### src/rtl/mhsi_pkg.sv
// mhsi_pkg: shared widths, reset constants, state type and divider interface
// for the magnetometer hard/soft-iron calibration core; no dependencies
package mhsi_pkg;

    localparam int SAMPLE_BITS     = 16;
    localparam int SCALE_FRAC_BITS = 12;
    localparam int SCALE_W         = 16;
    localparam int CFG_W           = 16;
    localparam int NUM_AXES        = 3;
    localparam int AXIS_W          = 2;

    localparam int OFFSET_W = SAMPLE_BITS + 1;
    localparam int RANGE_W  = SAMPLE_BITS + 1;
    localparam int SUM_W    = RANGE_W + 2;
    localparam int DEN_W    = RANGE_W + 3;
    localparam int NUM_W    = SUM_W + SCALE_FRAC_BITS + 2;
    localparam int CNT_W    = $clog2(NUM_W);

    localparam logic [AXIS_W-1:0] LAST_AXIS = AXIS_W'(NUM_AXES - 1);
    localparam logic [CNT_W-1:0]  DIV_STEPS_M1 = CNT_W'(NUM_W - 1);

    localparam logic [SCALE_W-1:0] SCALE_MAX = {SCALE_W{1'b1}};

    localparam logic [SCALE_W-1:0] SCALE_INIT_X =
        SCALE_W'(((937 << SCALE_FRAC_BITS) + 500) / 1000);
    localparam logic [SCALE_W-1:0] SCALE_INIT_Y =
        SCALE_W'(((1030 << SCALE_FRAC_BITS) + 500) / 1000);
    localparam logic [SCALE_W-1:0] SCALE_INIT_Z =
        SCALE_W'(((1010 << SCALE_FRAC_BITS) + 500) / 1000);

    localparam logic signed [SAMPLE_BITS-1:0] SAMPLE_LOW  = {1'b1, {(SAMPLE_BITS-1){1'b0}}};
    localparam logic signed [SAMPLE_BITS-1:0] SAMPLE_HIGH = {1'b0, {(SAMPLE_BITS-1){1'b1}}};

    typedef logic signed [SAMPLE_BITS-1:0] t_sample;

    typedef enum logic [2:0] {
        ST_TRACK,
        ST_SETUP,
        ST_DIV_START,
        ST_DIV_WAIT,
        ST_DONE
    } t_state;

    typedef struct packed {
        logic             start;
        logic [NUM_W-1:0] num;
        logic [DEN_W-1:0] den;
    } t_div_req;

    typedef struct packed {
        logic               done;
        logic [SCALE_W-1:0] quot;
    } t_div_rsp;

endpackage

### src/rtl/mhsi_track.sv
// mhsi_track: running maximum and minimum of one axis
// depends on mhsi_pkg
module mhsi_track (
    input  logic              i_clk,
    input  logic              i_rst_n,
    input  logic              i_en,
    input  logic              i_restart,
    input  mhsi_pkg::t_sample i_sample,
    output mhsi_pkg::t_sample o_max,
    output mhsi_pkg::t_sample o_min
);

    mhsi_pkg::t_sample r_max, n_max;
    mhsi_pkg::t_sample r_min, n_min;

    always_comb begin
        n_max = r_max;
        n_min = r_min;
        if (i_restart) begin
            n_max = mhsi_pkg::SAMPLE_LOW;
            n_min = mhsi_pkg::SAMPLE_HIGH;
        end else if (i_en) begin
            if (i_sample > r_max) begin
                n_max = i_sample;
            end
            if (i_sample < r_min) begin
                n_min = i_sample;
            end
        end
    end

    always_ff @(posedge i_clk) begin
        if (!i_rst_n) begin
            r_max <= mhsi_pkg::SAMPLE_LOW;
            r_min <= mhsi_pkg::SAMPLE_HIGH;
        end else begin
            r_max <= n_max;
            r_min <= n_min;
        end
    end

    assign o_max = r_max;
    assign o_min = r_min;

endmodule

### src/rtl/mhsi_div.sv
// mhsi_div: bit-serial restoring divider, one quotient bit per cycle,
// quotient saturated to the scale width; depends on mhsi_pkg
module mhsi_div (
    input  logic               i_clk,
    input  logic               i_rst_n,
    input  mhsi_pkg::t_div_req i_req,
    output mhsi_pkg::t_div_rsp o_rsp
);

    logic [mhsi_pkg::NUM_W-1:0]   r_num, n_num;
    logic [mhsi_pkg::DEN_W-1:0]   r_den, n_den;
    logic [mhsi_pkg::DEN_W-1:0]   r_rem, n_rem;
    logic [mhsi_pkg::SCALE_W-1:0] r_quo, n_quo;
    logic                         r_ovf, n_ovf;
    logic [mhsi_pkg::CNT_W-1:0]   r_cnt, n_cnt;
    logic                         r_busy, n_busy;
    logic                         r_done, n_done;

    logic [mhsi_pkg::DEN_W:0] w_rem_sh;
    logic [mhsi_pkg::DEN_W:0] w_diff;
    logic                     w_ge;

    assign w_rem_sh = {r_rem, r_num[mhsi_pkg::NUM_W-1]};
    assign w_ge     = w_rem_sh >= {1'b0, r_den};
    assign w_diff   = w_rem_sh - {1'b0, r_den};

    always_comb begin
        n_num  = r_num;
        n_den  = r_den;
        n_rem  = r_rem;
        n_quo  = r_quo;
        n_ovf  = r_ovf;
        n_cnt  = r_cnt;
        n_busy = r_busy;
        n_done = 1'b0;
        if (r_busy) begin
            n_num = {r_num[mhsi_pkg::NUM_W-2:0], 1'b0};
            n_rem = w_ge ? w_diff[mhsi_pkg::DEN_W-1:0] : w_rem_sh[mhsi_pkg::DEN_W-1:0];
            n_quo = {r_quo[mhsi_pkg::SCALE_W-2:0], w_ge};
            n_ovf = r_ovf | r_quo[mhsi_pkg::SCALE_W-1];
            n_cnt = r_cnt - mhsi_pkg::CNT_W'(1);
            if (r_cnt == '0) begin
                n_busy = 1'b0;
                n_done = 1'b1;
            end
        end else if (i_req.start) begin
            n_num  = i_req.num;
            n_den  = i_req.den;
            n_rem  = '0;
            n_quo  = '0;
            n_ovf  = 1'b0;
            n_cnt  = mhsi_pkg::DIV_STEPS_M1;
            n_busy = 1'b1;
        end
    end

    always_ff @(posedge i_clk) begin
        if (!i_rst_n) begin
            r_cnt  <= '0;
            r_busy <= 1'b0;
            r_done <= 1'b0;
        end else begin
            r_cnt  <= n_cnt;
            r_busy <= n_busy;
            r_done <= n_done;
        end
    end

    always_ff @(posedge i_clk) begin
        r_num <= n_num;
        r_den <= n_den;
        r_rem <= n_rem;
        r_quo <= n_quo;
        r_ovf <= n_ovf;
    end

    assign o_rsp.done = r_done;
    assign o_rsp.quot = r_ovf ? mhsi_pkg::SCALE_MAX : r_quo;

endmodule

### src/rtl/mag_hard_soft_iron_calibration_core.sv
// mag_hard_soft_iron_calibration_core: per-axis min/max tracking, offsets and
// soft-iron scales; depends on mhsi_pkg, mhsi_track, mhsi_div
// an ordinary word updates the min/max trackers; a last-sample word gives its result once
// the bit-serial divider (NUM_W = 33 steps per axis) has run for each axis above min_range
// throughput: 1 word per cycle between last samples, none until their result is registered
// reset: synchronous active low, restores trackers, scales and min_range at once
module mag_hard_soft_iron_calibration_core (
    input  logic                                i_clk,
    input  logic                                i_rst_n,
    input  logic                                i_in_valid,
    output logic                                o_in_ready,
    input  logic signed [mhsi_pkg::SAMPLE_BITS-1:0] i_mag_x,
    input  logic signed [mhsi_pkg::SAMPLE_BITS-1:0] i_mag_y,
    input  logic signed [mhsi_pkg::SAMPLE_BITS-1:0] i_mag_z,
    input  logic                                i_last_sample,
    output logic                                o_out_valid,
    input  logic                                i_out_ready,
    output logic signed [mhsi_pkg::OFFSET_W-1:0] o_offset_x,
    output logic signed [mhsi_pkg::OFFSET_W-1:0] o_offset_y,
    output logic signed [mhsi_pkg::OFFSET_W-1:0] o_offset_z,
    output logic [mhsi_pkg::SCALE_W-1:0]        o_scale_x,
    output logic [mhsi_pkg::SCALE_W-1:0]        o_scale_y,
    output logic [mhsi_pkg::SCALE_W-1:0]        o_scale_z,
    input  logic                                i_cfg_valid,
    output logic                                o_cfg_ready,
    input  logic [mhsi_pkg::CFG_W-1:0]          i_min_range
);

    mhsi_pkg::t_state r_state, n_state;
    logic [mhsi_pkg::AXIS_W-1:0] r_axis, n_axis;

    logic [mhsi_pkg::CFG_W-1:0]    r_min_range;
    logic [mhsi_pkg::SCALE_W-1:0]  r_scale [mhsi_pkg::NUM_AXES];
    logic [mhsi_pkg::RANGE_W-1:0]  r_range [mhsi_pkg::NUM_AXES];
    logic signed [mhsi_pkg::OFFSET_W-1:0] r_offset [mhsi_pkg::NUM_AXES];
    logic [mhsi_pkg::NUM_AXES-1:0] r_upd;
    logic [mhsi_pkg::SUM_W-1:0]    r_sum;

    logic                          r_out_valid;
    logic signed [mhsi_pkg::OFFSET_W-1:0] r_out_offset [mhsi_pkg::NUM_AXES];
    logic [mhsi_pkg::SCALE_W-1:0]  r_out_scale [mhsi_pkg::NUM_AXES];

    mhsi_pkg::t_sample w_sample [mhsi_pkg::NUM_AXES];
    mhsi_pkg::t_sample w_max [mhsi_pkg::NUM_AXES];
    mhsi_pkg::t_sample w_min [mhsi_pkg::NUM_AXES];
    logic [mhsi_pkg::RANGE_W-1:0]  w_range [mhsi_pkg::NUM_AXES];
    logic signed [mhsi_pkg::OFFSET_W-1:0] w_offset [mhsi_pkg::NUM_AXES];
    logic [mhsi_pkg::SUM_W-1:0]    w_sum;

    logic                          w_accept;
    logic                          w_restart;
    logic                          w_out_free;
    logic                          w_div_start;
    logic [mhsi_pkg::RANGE_W+1:0]  w_r3;
    mhsi_pkg::t_div_req            w_div_req;
    mhsi_pkg::t_div_rsp            w_div_rsp;

    assign w_sample[0] = i_mag_x;
    assign w_sample[1] = i_mag_y;
    assign w_sample[2] = i_mag_z;

    assign w_accept   = i_in_valid && o_in_ready;
    assign w_out_free = !r_out_valid || i_out_ready;

    for (genvar a = 0; a < mhsi_pkg::NUM_AXES; a++) begin : g_axis
        mhsi_track u_track (
            .i_clk     (i_clk),
            .i_rst_n   (i_rst_n),
            .i_en      (w_accept),
            .i_restart (w_restart),
            .i_sample  (w_sample[a]),
            .o_max     (w_max[a]),
            .o_min     (w_min[a])
        );

        assign w_range[a] = mhsi_pkg::RANGE_W'({w_max[a][mhsi_pkg::SAMPLE_BITS-1], w_max[a]}
                          - {w_min[a][mhsi_pkg::SAMPLE_BITS-1], w_min[a]});
        assign w_offset[a] = {w_max[a][mhsi_pkg::SAMPLE_BITS-1], w_max[a]}
                           + {w_min[a][mhsi_pkg::SAMPLE_BITS-1], w_min[a]};
    end

    assign w_sum = mhsi_pkg::SUM_W'(w_range[0]) + mhsi_pkg::SUM_W'(w_range[1])
                 + mhsi_pkg::SUM_W'(w_range[2]);

    // 3 * range of the axis being divided
    assign w_r3 = {1'b0, r_range[r_axis], 1'b0} + (mhsi_pkg::RANGE_W+2)'(r_range[r_axis]);

    always_comb begin
        w_div_req.start = w_div_start;
        w_div_req.num   = mhsi_pkg::NUM_W'({r_sum, {(mhsi_pkg::SCALE_FRAC_BITS+1){1'b0}}})
                        + mhsi_pkg::NUM_W'(w_r3);
        w_div_req.den   = {w_r3, 1'b0};
    end

    mhsi_div u_div (
        .i_clk   (i_clk),
        .i_rst_n (i_rst_n),
        .i_req   (w_div_req),
        .o_rsp   (w_div_rsp)
    );

    // next state
    always_comb begin
        n_state = r_state;
        n_axis  = r_axis;
        case (r_state)
            mhsi_pkg::ST_TRACK: begin
                if (w_accept && i_last_sample) begin
                    n_state = mhsi_pkg::ST_SETUP;
                end
            end
            mhsi_pkg::ST_SETUP: begin
                n_state = mhsi_pkg::ST_DIV_START;
                n_axis  = '0;
            end
            mhsi_pkg::ST_DIV_START: begin
                if (r_upd[r_axis]) begin
                    n_state = mhsi_pkg::ST_DIV_WAIT;
                end else if (r_axis == mhsi_pkg::LAST_AXIS) begin
                    n_state = mhsi_pkg::ST_DONE;
                end else begin
                    n_axis = r_axis + mhsi_pkg::AXIS_W'(1);
                end
            end
            mhsi_pkg::ST_DIV_WAIT: begin
                if (w_div_rsp.done) begin
                    if (r_axis == mhsi_pkg::LAST_AXIS) begin
                        n_state = mhsi_pkg::ST_DONE;
                    end else begin
                        n_state = mhsi_pkg::ST_DIV_START;
                        n_axis  = r_axis + mhsi_pkg::AXIS_W'(1);
                    end
                end
            end
            mhsi_pkg::ST_DONE: begin
                if (w_out_free) begin
                    n_state = mhsi_pkg::ST_TRACK;
                end
            end
            default: begin
                n_state = mhsi_pkg::ST_TRACK;
            end
        endcase
    end

    // state outputs
    always_comb begin
        o_in_ready  = 1'b0;
        w_restart   = 1'b0;
        w_div_start = 1'b0;
        case (r_state)
            mhsi_pkg::ST_TRACK: begin
                o_in_ready = 1'b1;
            end
            mhsi_pkg::ST_SETUP: begin
                w_restart = 1'b1;
            end
            mhsi_pkg::ST_DIV_START: begin
                w_div_start = r_upd[r_axis];
            end
            default: begin
                o_in_ready = 1'b0;
            end
        endcase
    end

    always_ff @(posedge i_clk) begin
        if (!i_rst_n) begin
            r_state     <= mhsi_pkg::ST_TRACK;
            r_axis      <= '0;
            r_min_range <= '0;
            r_out_valid <= 1'b0;
            r_scale[0]  <= mhsi_pkg::SCALE_INIT_X;
            r_scale[1]  <= mhsi_pkg::SCALE_INIT_Y;
            r_scale[2]  <= mhsi_pkg::SCALE_INIT_Z;
        end else begin
            r_state <= n_state;
            r_axis  <= n_axis;
            if (i_cfg_valid && o_cfg_ready) begin
                r_min_range <= i_min_range;
            end
            if (r_state == mhsi_pkg::ST_DIV_WAIT && w_div_rsp.done) begin
                r_scale[r_axis] <= w_div_rsp.quot;
            end
            if (r_state == mhsi_pkg::ST_DONE && w_out_free) begin
                r_out_valid <= 1'b1;
            end else if (i_out_ready) begin
                r_out_valid <= 1'b0;
            end
        end
    end

    always_ff @(posedge i_clk) begin
        if (r_state == mhsi_pkg::ST_SETUP) begin
            r_sum <= w_sum;
            for (int a = 0; a < mhsi_pkg::NUM_AXES; a++) begin
                r_range[a]  <= w_range[a];
                r_offset[a] <= w_offset[a];
                r_upd[a]    <= w_range[a] > mhsi_pkg::RANGE_W'(r_min_range);
            end
        end
        if (r_state == mhsi_pkg::ST_DONE && w_out_free) begin
            for (int a = 0; a < mhsi_pkg::NUM_AXES; a++) begin
                r_out_offset[a] <= r_offset[a];
                r_out_scale[a]  <= r_scale[a];
            end
        end
    end

    assign o_cfg_ready = 1'b1;
    assign o_out_valid = r_out_valid;
    assign o_offset_x  = r_out_offset[0];
    assign o_offset_y  = r_out_offset[1];
    assign o_offset_z  = r_out_offset[2];
    assign o_scale_x   = r_out_scale[0];
    assign o_scale_y   = r_out_scale[1];
    assign o_scale_z   = r_out_scale[2];

endmodule
### config.mk
export PLATFORM = sky130hd
export DESIGN_NAME = mag_hard_soft_iron_calibration_core
export DESIGN_NICKNAME = d
export VERILOG_FILES = /design/src/rtl/mhsi_pkg.sv /design/src/rtl/mhsi_track.sv /design/src/rtl/mhsi_div.sv /design/src/rtl/mag_hard_soft_iron_calibration_core.sv
export SDC_FILE = /design/constraint.sdc
export NUM_CORES = 1
export LEC_CHECK = 0
export BUFFER_PORTS_ARGS = -buffer_cell sky130_fd_sc_hd__buf_2
export CORE_MARGIN = 10
export CORE_UTILIZATION = 50
export DETAILED_ROUTE_END_ITERATION = 10
export PLACE_DENSITY = 0.68
export SKIP_LAST_GASP = 1
export SLEW_MARGIN = 20
export SYNTH_ARGS = -nofsm -noshare
export SYNTH_HDL_FRONTEND = slang
export SYNTH_SLANG_ARGS = --single-unit
### constraint.sdc
create_clock -name i_clk -period 13.82 [get_ports i_clk]
set_input_delay 2.764 -clock i_clk [delete_from_list [all_inputs] [get_ports i_clk]]
set_output_delay 2.764 -clock i_clk [all_outputs]
set_load 0.02 [all_outputs]
After elaboration in Yosys (flattened, before gate mapping)
Memories as Yosys holds them, arrays and structs flattened. A register that Yosys moved wholly into a read port is not among the register bits.
Index checks and enable logic that the tools add are counted.
{"block": "word_totals", "reg_bits": 237, "ram_bits": 249, "out_inout_bits": 102, "word_cells": 132, "mem_count": 5}
{"block": "op_classes", "add_sub_neg": 13, "n_lt_le_gt_ge": 11, "n_eq_ne": 10, "muxes": 46, "n_bitwise": 3, "n_reduce_logical": 23}
{"memory": "r_offset", "depth": 3, "word_bits": 17, "rd": 3, "rd_ports_with_merged_regs": 0, "write_ports": 3, "line": "mag_hard_soft_iron_calibration_core.sv:35", "source": "logic signed [mhsi_pkg::OFFSET_W-1:0] r_offset [mhsi_pkg::NUM_AXES];"}
{"memory": "r_out_offset", "depth": 3, "word_bits": 17, "rd": 3, "rd_ports_with_merged_regs": 0, "write_ports": 3, "line": "mag_hard_soft_iron_calibration_core.sv:40", "source": "logic signed [mhsi_pkg::OFFSET_W-1:0] r_out_offset [mhsi_pkg::NUM_AXES];"}
{"memory": "r_range", "depth": 3, "word_bits": 17, "rd": 1, "rd_ports_with_merged_regs": 1, "write_ports": 3, "line": "mag_hard_soft_iron_calibration_core.sv:34", "source": "logic [mhsi_pkg::RANGE_W-1:0] r_range [mhsi_pkg::NUM_AXES];"}
{"memory": "r_out_scale", "depth": 3, "word_bits": 16, "rd": 3, "rd_ports_with_merged_regs": 0, "write_ports": 3, "line": "mag_hard_soft_iron_calibration_core.sv:41", "source": "logic [mhsi_pkg::SCALE_W-1:0] r_out_scale [mhsi_pkg::NUM_AXES];"}
{"memory": "r_scale", "depth": 3, "word_bits": 16, "rd": 3, "rd_ports_with_merged_regs": 0, "write_ports": 3, "line": "mag_hard_soft_iron_calibration_core.sv:33", "source": "logic [mhsi_pkg::SCALE_W-1:0] r_scale [mhsi_pkg::NUM_AXES];"}
{"op": "2-to-1 mux 33 bit", "n": 2}
{"op": "2-to-1 mux 16 bit", "n": 4}
{"op": "2-to-1 mux 20 bit", "n": 3}
{"op": "adder 16 x 16 -> 17 bit", "n": 3}
{"op": "greater-than comparator 17 x 16 -> 1 bit", "n": 3}
{"op": "subtractor 16 x 16 -> 17 bit", "n": 3}
{"op": "greater-than comparator 16 bit", "n": 3}
{"op": "less-than comparator 16 bit", "n": 3}
{"op": "adder 18 x 17 -> 19 bit", "n": 2}
{"op": "adder 32 x 19 -> 33 bit", "n": 1}
{"op": "greater-or-equal comparator 21 x 20 -> 1 bit", "n": 1}
{"op": "2-to-1 mux 1 bit", "n": 20}
{"op": "subtractor 20 bit", "n": 1}
{"op": "adder 17 x 17 -> 18 bit", "n": 1}
{"op": "2-to-1 mux 3 bit", "n": 6}
{"op": "AND reduction 2 bit", "n": 8}
{"op": "OR reduction 16 bit", "n": 1}
{"op": "one-hot mux 3 bit (5 select lines)", "n": 1}
{"op": "2-to-1 mux 2 bit", "n": 6}
{"op": "2-to-1 mux 6 bit", "n": 2}
{"op": "equality test 3 x 2 -> 1 bit, second input constant", "n": 2}
{"op": "logical NOT 6 bit", "n": 1}
{"op": "inequality test 2 bit, second input constant", "n": 3}
{"op": "one-hot mux 2 bit (3 select lines)", "n": 1}
{"op": "other kinds (20)", "n": 25}

Depth between registers and ports, before layout
Gate-level depths: netlist of the first run.
{"block": "logic_depth", "ltp_word": 7, "depth_mapped": 22, "ltp_nobuf": 20}

Modules after synthesis
From an unflattened synthesis of the first run, not the netlist that was laid out.
{"block": "hier_totals", "cells_unflattened": 2833, "area_unflattened_um2": 29693.5}
{"mod": "mag_hard_soft_iron_calibration_core", "n_inst": 1, "cells_each": 1605, "area_per_inst_um2": 17952.2, "seq_area_each_um2": 8528.2}
{"mod": "mhsi_track", "n_inst": 3, "cells_each": 261, "area_per_inst_um2": 2188.3, "seq_area_each_um2": 640.6}
{"mod": "mhsi_div", "n_inst": 1, "cells_each": 445, "area_per_inst_um2": 5176.2, "seq_area_each_um2": 2852.7}

Least setup slack after synthesis of the first run
No wires, ideal clock.
{"block": "synth_timing", "path_type": "in2reg", "start": "input port i_out_ready", "end": "memory r_out_offset[0][0] (netlist bit) (enable)", "arrival_ps": 5236, "t_required_ps": 13350, "path_slack_ps": 8114, "path_stages": 2, "cell_sequence": "nand2b_1 > and3_1"}
{"item": "start, declared", "line": "mag_hard_soft_iron_calibration_core.sv:17", "source": "input logic i_out_ready,"}
{"item": "end, declared", "line": "mag_hard_soft_iron_calibration_core.sv:40"}

==> impl_results.md, run 1 <==
* # setup viols final at 0
* Startpoint types: flip-flop
* Top delay family on crit path: compound AO/OA/AOI/OAI gates
* Final setup margin at 8060 ps
* Root Driver: clkbuf_16
* CP endpoint kind: flip-flop
* GRT Residual Overflow at 0
* Crit path cell chain: o21ai_0 -> ha_1 -> fa_1 -> a211oi_1 -> o21a_1 -> o211ai_1 -> a31oi_1 -> nor2b_1 -> o21a_1 -> o41ai_1 -> xnor2_1 -> ha_1 -> nor3_1 -> a2111o_1 -> nor2_1 -> nand4_1 -> xnor2_1 -> a22o_1
* Post-synthesis sequential area ratio at 47.8%
* Vias per inst at 5.65
* Mapped Nets at 3,027
* Slowest stage cell, crit path: dfxtp_1
* Post-synth EDFFs at 356
* Mapped Avg Cell Area at 10.6 µm²
* Crit Path Max Fanout at 34
* Tmin final at 5760 ps
* Unrepaired setup endpoints after global routing: false
* Final Wtd Congestion at 0.931
* Area taken by multi-input logic gates at 13,400 µm²
* Width of the chip at 256 µm
* Hold Path Class: flip-flop to flip-flop
* Top cells by area, synth: edfxtp_1 38%, ha_1 14%, dfxtp_1 9.3%
* DRT iter0 DRCs at 1,312
* Main flop type after synthesis: edfxtp_1
* Clk pin slew, worst setup/hold paths at 60 ps
* GRT Total Usage at 20.0%
* Via Count at 20,139
* Layout net count at 3,176
* Synth Area in Adders at 15.6%
* Maximum clock path buffer count at 3
* Pleak at 0.0129 µW
* Std-Cell Core Area at 55,100 µm²
* CTS buffer count at 52
* Most common cell in the netlist: edfxtp_1
* Routed wire per std cell at 19.0 µm
* CTS Sinks at 485
* Top cells by count, synth: 356 x edfxtp_1, 304 x ha_1, 242 x nor2_1
* First-pass GRT wire length at 107,000 µm
* Post-synthesis mux area share at 2.63%
* Cell Pwr Density at 143 nW/µm²
* Final hold violation count at 0
* # fillers at 4,650
* FF+latch count, synth at 485
* # DRC at 0
* Unique cell type count in the Yosys netlist at 72
* Synthesis-to-finish area growth at 12.8%
* Ant diodes at 0
* DIE HEIGHT at 256 µm
* Fin Setup TNS at 0 ps
* Ports at 172
* Synth warn at 0
* Critical path buffers and inverters at 0
* DP Worst Slack at 8030 ps
* Gate Count Post-Synth at 2,626
* Post-synth top area cell: edfxtp_1
* Peak supply drop at 98.7 µV
* Worst Max-Slew Pin Slew at 1130 ps
* Largest net degree at the start of global routing at 69
* Vias in the first global route at 19,795
* Critical path type: flip-flop to flip-flop
* Worst-Skew Late Latency at 630 ps
* MaxCap Viol Count at 0
* Simple-gate area share of the yosys netlist at 11.5%
* Status: completed
* Final cycle utilization of the critical path at 41.6%
* Port Buf Inserts at 170
* Compound-Gate Fraction of Synth Area at 14.0%
* Yosys top cell area share at 38.5%
* CTS tree: yes
* Async SR Flop Fraction at 0%
* Synthesized cell area at 27,800 µm²
* Critical path's largest stage delay at 970 ps
* Max-slew headroom at 24.0%
* Layout cell share with drive strength beyond 1 at 10.6%
* ANT nets after route at 0
* Arrival @ worst endpoint at 6070 ps
* FP Rows at 86
* Final Max Tran Viols at 0
* Largest family of logic cells by synthesized area: adder cells
* Post-CTS resize count at 0
* Synth Area in XOR/XNOR at 4.10%
* Cts hold-fix bufs at 0
* Clk_skew at 68.3 ps
* Peak Freq at 0.174 GHz
* Post-CTS setup buffers at 0
* Final Util at 56.9%
* Detailed Route WL at 67,700 µm
* Die footprint at 65,400 µm²
* H-tree levels at 2
* FF/Latch Area at 13,300 µm²
* Initial Utilization at 50.4%
* Post-DP HPWL at 50,800 µm
* 1st-pass router iterations at 5
* Required time worst endpoint at 14,140 ps
* Initial antenna violation count at 3
==> registers in the layout, summed over array words and instances (netlist names), 20 cells and up, named ones only <==
signal,cells
g_axis.u_track.o_min,48
r_out_offset,51
g_axis.u_track.o_max,48
r_scale,48
r_offset,51
r_out_scale,48
u_div.r_num,33
u_div.r_rem,20
r_range,48
==> where the power goes <==
| group | internal [µW] | total (µW) | switching (µW) | leakage [µW] |
|---|---|---|---|---|
| Combinational | 446 | 1150 | 702 | 0.00770 |
| Clock | 957 | 1570 | 613 | 0.000946 |
| Sequential | 1710 | 1760 | 52.4 | 0.00429 |
==> metal layers <==
layer | track usage [%] | vias up | routed length (µm)
li1 | - | 9754 | -
met1 | 25.3 | 9660 | 29300
met2 | 34.5 | 592 | 32800
met3 | 3.23 | 127 | 3700
met4 | 5.93 | 6 | 1900
met5 | 0 | - | 49
==> area by class of cell <==
cell class,instances,share of cell area (%)
clock buffer,59,4.33
clock inverter,39,1.90
inverter,225,2.69
timing repair buffer,186,3.10
sequential,485,42.4
multi-input combinational,1825,42.6
tap,748,2.99
==> kinds of logic after synthesis <==
kind of cell | Yosys count
xor+xnor | 130
buf+inv | 316
flops | 485
mux | 73
compound gates | 601
simple gates | 689
fa+ha+maj | 331
other cells | 1
==> worst reg2reg max path: cells and delay by family, from the launching register on <==
family	cells	cell delay (ps)
and+or+nand+nor	4	570
xor gates and xnor gates	2	290
AOI/OAI and AO/OA	9	2500
adders and majority gates	3	1130
DFF	1	970
==> final timing paths <==
check | cells past startpoint | end | slack, ps | startpoint
max reg2reg | 18 | u_div.r_num[30] | 8060 | flip-flop
min | 0 | r_out_offset[0][28] | 410 | r_offset[0][28]
min reg2reg | 0 | r_out_offset[0][28] | 410 | r_offset[0][28]
max | 18 | u_div.r_num[30] | 8060 | flip-flop
==> cell usage in the layout (no fill, tap or decap), drive strengths merged, types with 18 or more instances in the layout <==
| master | n |
|---|---|
| nand2b | 23 |
| a31oi | 20 |
| clkinv | 22 |
| a22o | 23 |
| edfxtp | 356 |
| nand3 | 71 |
| and2 | 21 |
| o21bai | 31 |
| fa | 27 |
| a211oi | 22 |
| a21o | 55 |
| ha | 304 |
| nor2 | 242 |
| a21oi | 169 |
| xor2 | 37 |
| o31ai | 18 |
| clkbuf | 59 |
| o21a | 25 |
| buf | 186 |
| nand4 | 30 |
| o211ai | 39 |
| nand2 | 168 |
| or3 | 20 |
| xnor2 | 93 |
| inv | 227 |
| dfxtp | 129 |
| nor2b | 34 |
| nor3 | 37 |
| o21ai | 128 |
| mux2i | 73 |
==> per-stage QoR <==
step / power (µW) / instance area (µm²) / cells / hold WS (ps)
after floorplan: 2590 / 27800 / 2626 / 400
after global placement: 2870 / 29400 / 3469 / 402
after detailed placement: 2910 / 29400 / 3469 / 405
after CTS: 4490 / 31300 / 3567 / 405
after global routing: 4680 / 31300 / 3567 / 416
final: 4480 / 31300 / 3567 / 407
Power figures use the tool's default switching activity.
==> run 2, diff against run 1 <==
--- a/config.mk
+++ b/config.mk
@@ -9,7 +9,7 @@
 export CORE_MARGIN = 10
 export CORE_UTILIZATION = 50
 export DETAILED_ROUTE_END_ITERATION = 10
-export PLACE_DENSITY = 0.68
+export PLACE_DENSITY = 0.7
 export SKIP_LAST_GASP = 1
 export SLEW_MARGIN = 20
 export SYNTH_ARGS = -nofsm -noshare
==> constraint.sdc (replaced) <==
create_clock -name i_clk -period 4.9 [get_ports i_clk]
set_input_delay 0.98 -clock i_clk [delete_from_list [all_inputs] [get_ports i_clk]]
set_output_delay 0.98 -clock i_clk [all_outputs]
set_load 0.02 [all_outputs]
==> run 2 against run 1 <==
First-iteration DRC count increased by 7.3%. Combinational power increased to 2.9 times the previous value. Routed wire length decreased by 0.26%. Sequential cell count unchanged. Critical endpoint is now u_div.r_num[29]. Hold slack improved by 7.5 ps. Critical path type unchanged. Highest routed layer unchanged. Largest cell class unchanged. Maximum frequency increased by 21%.
==> impl_results.md, run 2 (same netlist as run 1, synthesis figures left out) <==
* # DRC at 0 (unchanged)
* Unrepaired setup endpoints after global routing: true (was false)
* Maximum clock path buffer count at 3 (unchanged)
* Worst-Skew Late Latency at 630 ps (about the same)
* Vias in the first global route at 20,007 (was 19,795)
* Port Buf Inserts at 170 (unchanged)
* GRT Total Usage at 20.0% (about the same)
* Peak supply drop at 330 µV (was 98.7 µV)
* Clk pin slew, worst setup/hold paths at 60 ps (about the same)
* Worst hold margin at 415 ps (was 407 ps)
* Die footprint at 65,400 µm² (unchanged)
* CTS buffer count at 52 (unchanged)
* Status: completed (unchanged)
* Final Max Tran Viols at 0 (unchanged)
* Via Count at 20,217 (was 20,139)
* Critical path type: flip-flop to flip-flop (unchanged)
* Vias per inst at 5.61 (was 5.65)
* Most frequent cells in the layout: 356 x edfxtp_1, 303 x ha_1, 239 x nor2_1 (was 356 x edfxtp_1, 304 x ha_1, 238 x nor2_1)
* FP Rows at 86 (unchanged)
* Synthesis-to-finish area growth at 13.6% (was 12.8%)
* Initial Utilization at 50.4% (unchanged)
* DRT iter0 DRCs at 1,408 (was 1,312)
* Crit Path Max Fanout at 7 (was 34)
* 1st-pass router iterations at 7 (was 5)
* Arrival @ worst endpoint at 5090 ps (was 6070 ps)
* Width of the chip at 256 µm (unchanged)
* Worst Max-Slew Pin Slew at 1110 ps (was 1130 ps)
* MaxCap Viol Count at 0 (unchanged)
* Layout cell share with drive strength beyond 1 at 12.3% (was 10.6%)
* CTS Sinks at 485 (unchanged)
* Final Wtd Congestion at 0.928 (was 0.931)
* Initial antenna violation count at 1 (was 3)
* Largest net degree at the start of global routing at 71 (was 69)
* Std-Cell Core Area at 55,100 µm² (unchanged)
* Final cycle utilization of the critical path at 96.7% (was 41.6%)
* Hold Path Cell Cnt at 0 (unchanged)
* GRT Residual Overflow at 0 (unchanged)
* Hold Path Class: flip-flop to flip-flop (unchanged)
* Startpoint types: flip-flop (unchanged)
* Required time worst endpoint at 5250 ps (was 14,140 ps)
* # setup viols final at 0 (unchanged)
* Ant diodes at 0 (unchanged)
* First-pass GRT wire length at 107,000 µm (about the same)
* Tmin final at 4740 ps (was 5760 ps)
* Biggest regs: r_offset (51), r_out_offset (51) (unchanged)
* H-tree levels at 2 (unchanged)
* ANT nets after route at 0 (unchanged)
* CP endpoint kind: flip-flop (unchanged)
* Detailed Route WL at 67,500 µm (was 67,700 µm)
* Post-DP HPWL at 51,100 µm (was 50,800 µm)
* Pleak at 0.0131 µW (was 0.0129 µW)
* Root Driver: clkbuf_16 (unchanged)
* Max-slew headroom at 25.9% (was 24.0%)
* Peak Freq at 0.211 GHz (was 0.174 GHz)
* Routed wire per std cell at 18.7 µm (was 19.0 µm)
* R2R depth at 20 (was 18)
* DIE HEIGHT at 256 µm (unchanged)
* Ports at 172 (unchanged)
* Clk_skew at 33.4 ps (was 68.3 ps)
* Dpl cell area at 29,600 µm² (was 29,400 µm²)
* CTS tree: yes (unchanged)
* Fin area at 31,600 µm² (was 31,300 µm²)
* Cell Pwr Density at 393 nW/µm² (was 143 nW/µm²)
* Layout net count at 3,213 (was 3,176)
* Commonest non-fill, non-tap cell in the layout: edfxtp_1 (unchanged)
* Final hold violation count at 0 (unchanged)
run 2: layer usage:
metal | track usage [%] | vias to the layer above | routed length, µm
met5 | 0 | - | 9
met4 | 7.37 | 2 | 2190
met3 | 3.24 | 148 | 3370
met2 | 34.1 | 560 | 32800
met1 | 25.2 | 9694 | 29100
li1 | - | 9813 | -
run 2: cell type report:
cell class	instances	area (µm²)
clock inverters	35	442
multi-input cells	1825	13400
fillers	4575	23500
clock buffers	61	1370
well taps	748	936
repair buffers	223	1250
inverters	225	845
flip-flops and latches	485	13300
run 2: power breakdown:
part | leakage [µW] | switching [µW] | internal [µW]
clock | 0.000872 | 1740 | 2360
sequential | 0.00429 | 149 | 4810
combinational | 0.00792 | 2010 | 1330
run 2: final timing paths:
kind	start	end	slack, ps
min reg2reg	r_scale[0][4]	r_out_scale[0][4]	410
max reg2reg	flip-flop	u_div.r_num[29]	160
min	r_scale[0][4]	r_out_scale[0][4]	410
max	flip-flop	u_div.r_num[29]	160
run 2: metrics by stage:
stage	instances	total power, µW	setup TNS (ps)	utilization [%]	worst slack, ps
floorplan	2626	7300	0	-	145
global placement	3502	8160	0	53.8	97.0
detailed placement	3502	8280	-103	53.8	-44.1
CTS	3598	12400	0	57.0	0.179
global route	3602	13000	-208	57.3	-68.2
finish	3602	12400	0	57.3	160
run 2: critical path: stages (launching register included):
cell and delay, ps:
dfxtp_2 380, buf_6 160, mux2i_1 170, o21ai_0 140, ha_1 340, buf_4 160, or3_1 350, o21ai_0 160
o211ai_1 140, a31oi_1 200, buf_4 150, xnor2_1 130, ha_1 210, inv_1 60, fa_1 410, o21ai_1 230
a31oi_1 190, or3_1 450, nor2_1 160, xor2_1 80, a22o_1 190
run 2: repair_timing:
action                     in CTS  in global routing
gates resized for setup         2                 24
setup endpoints to repair       4                 18
pin swaps                       0                  4
hold endpoints to repair        0                  0
buffers inserted                0                  4
hold buffers                    0                  0
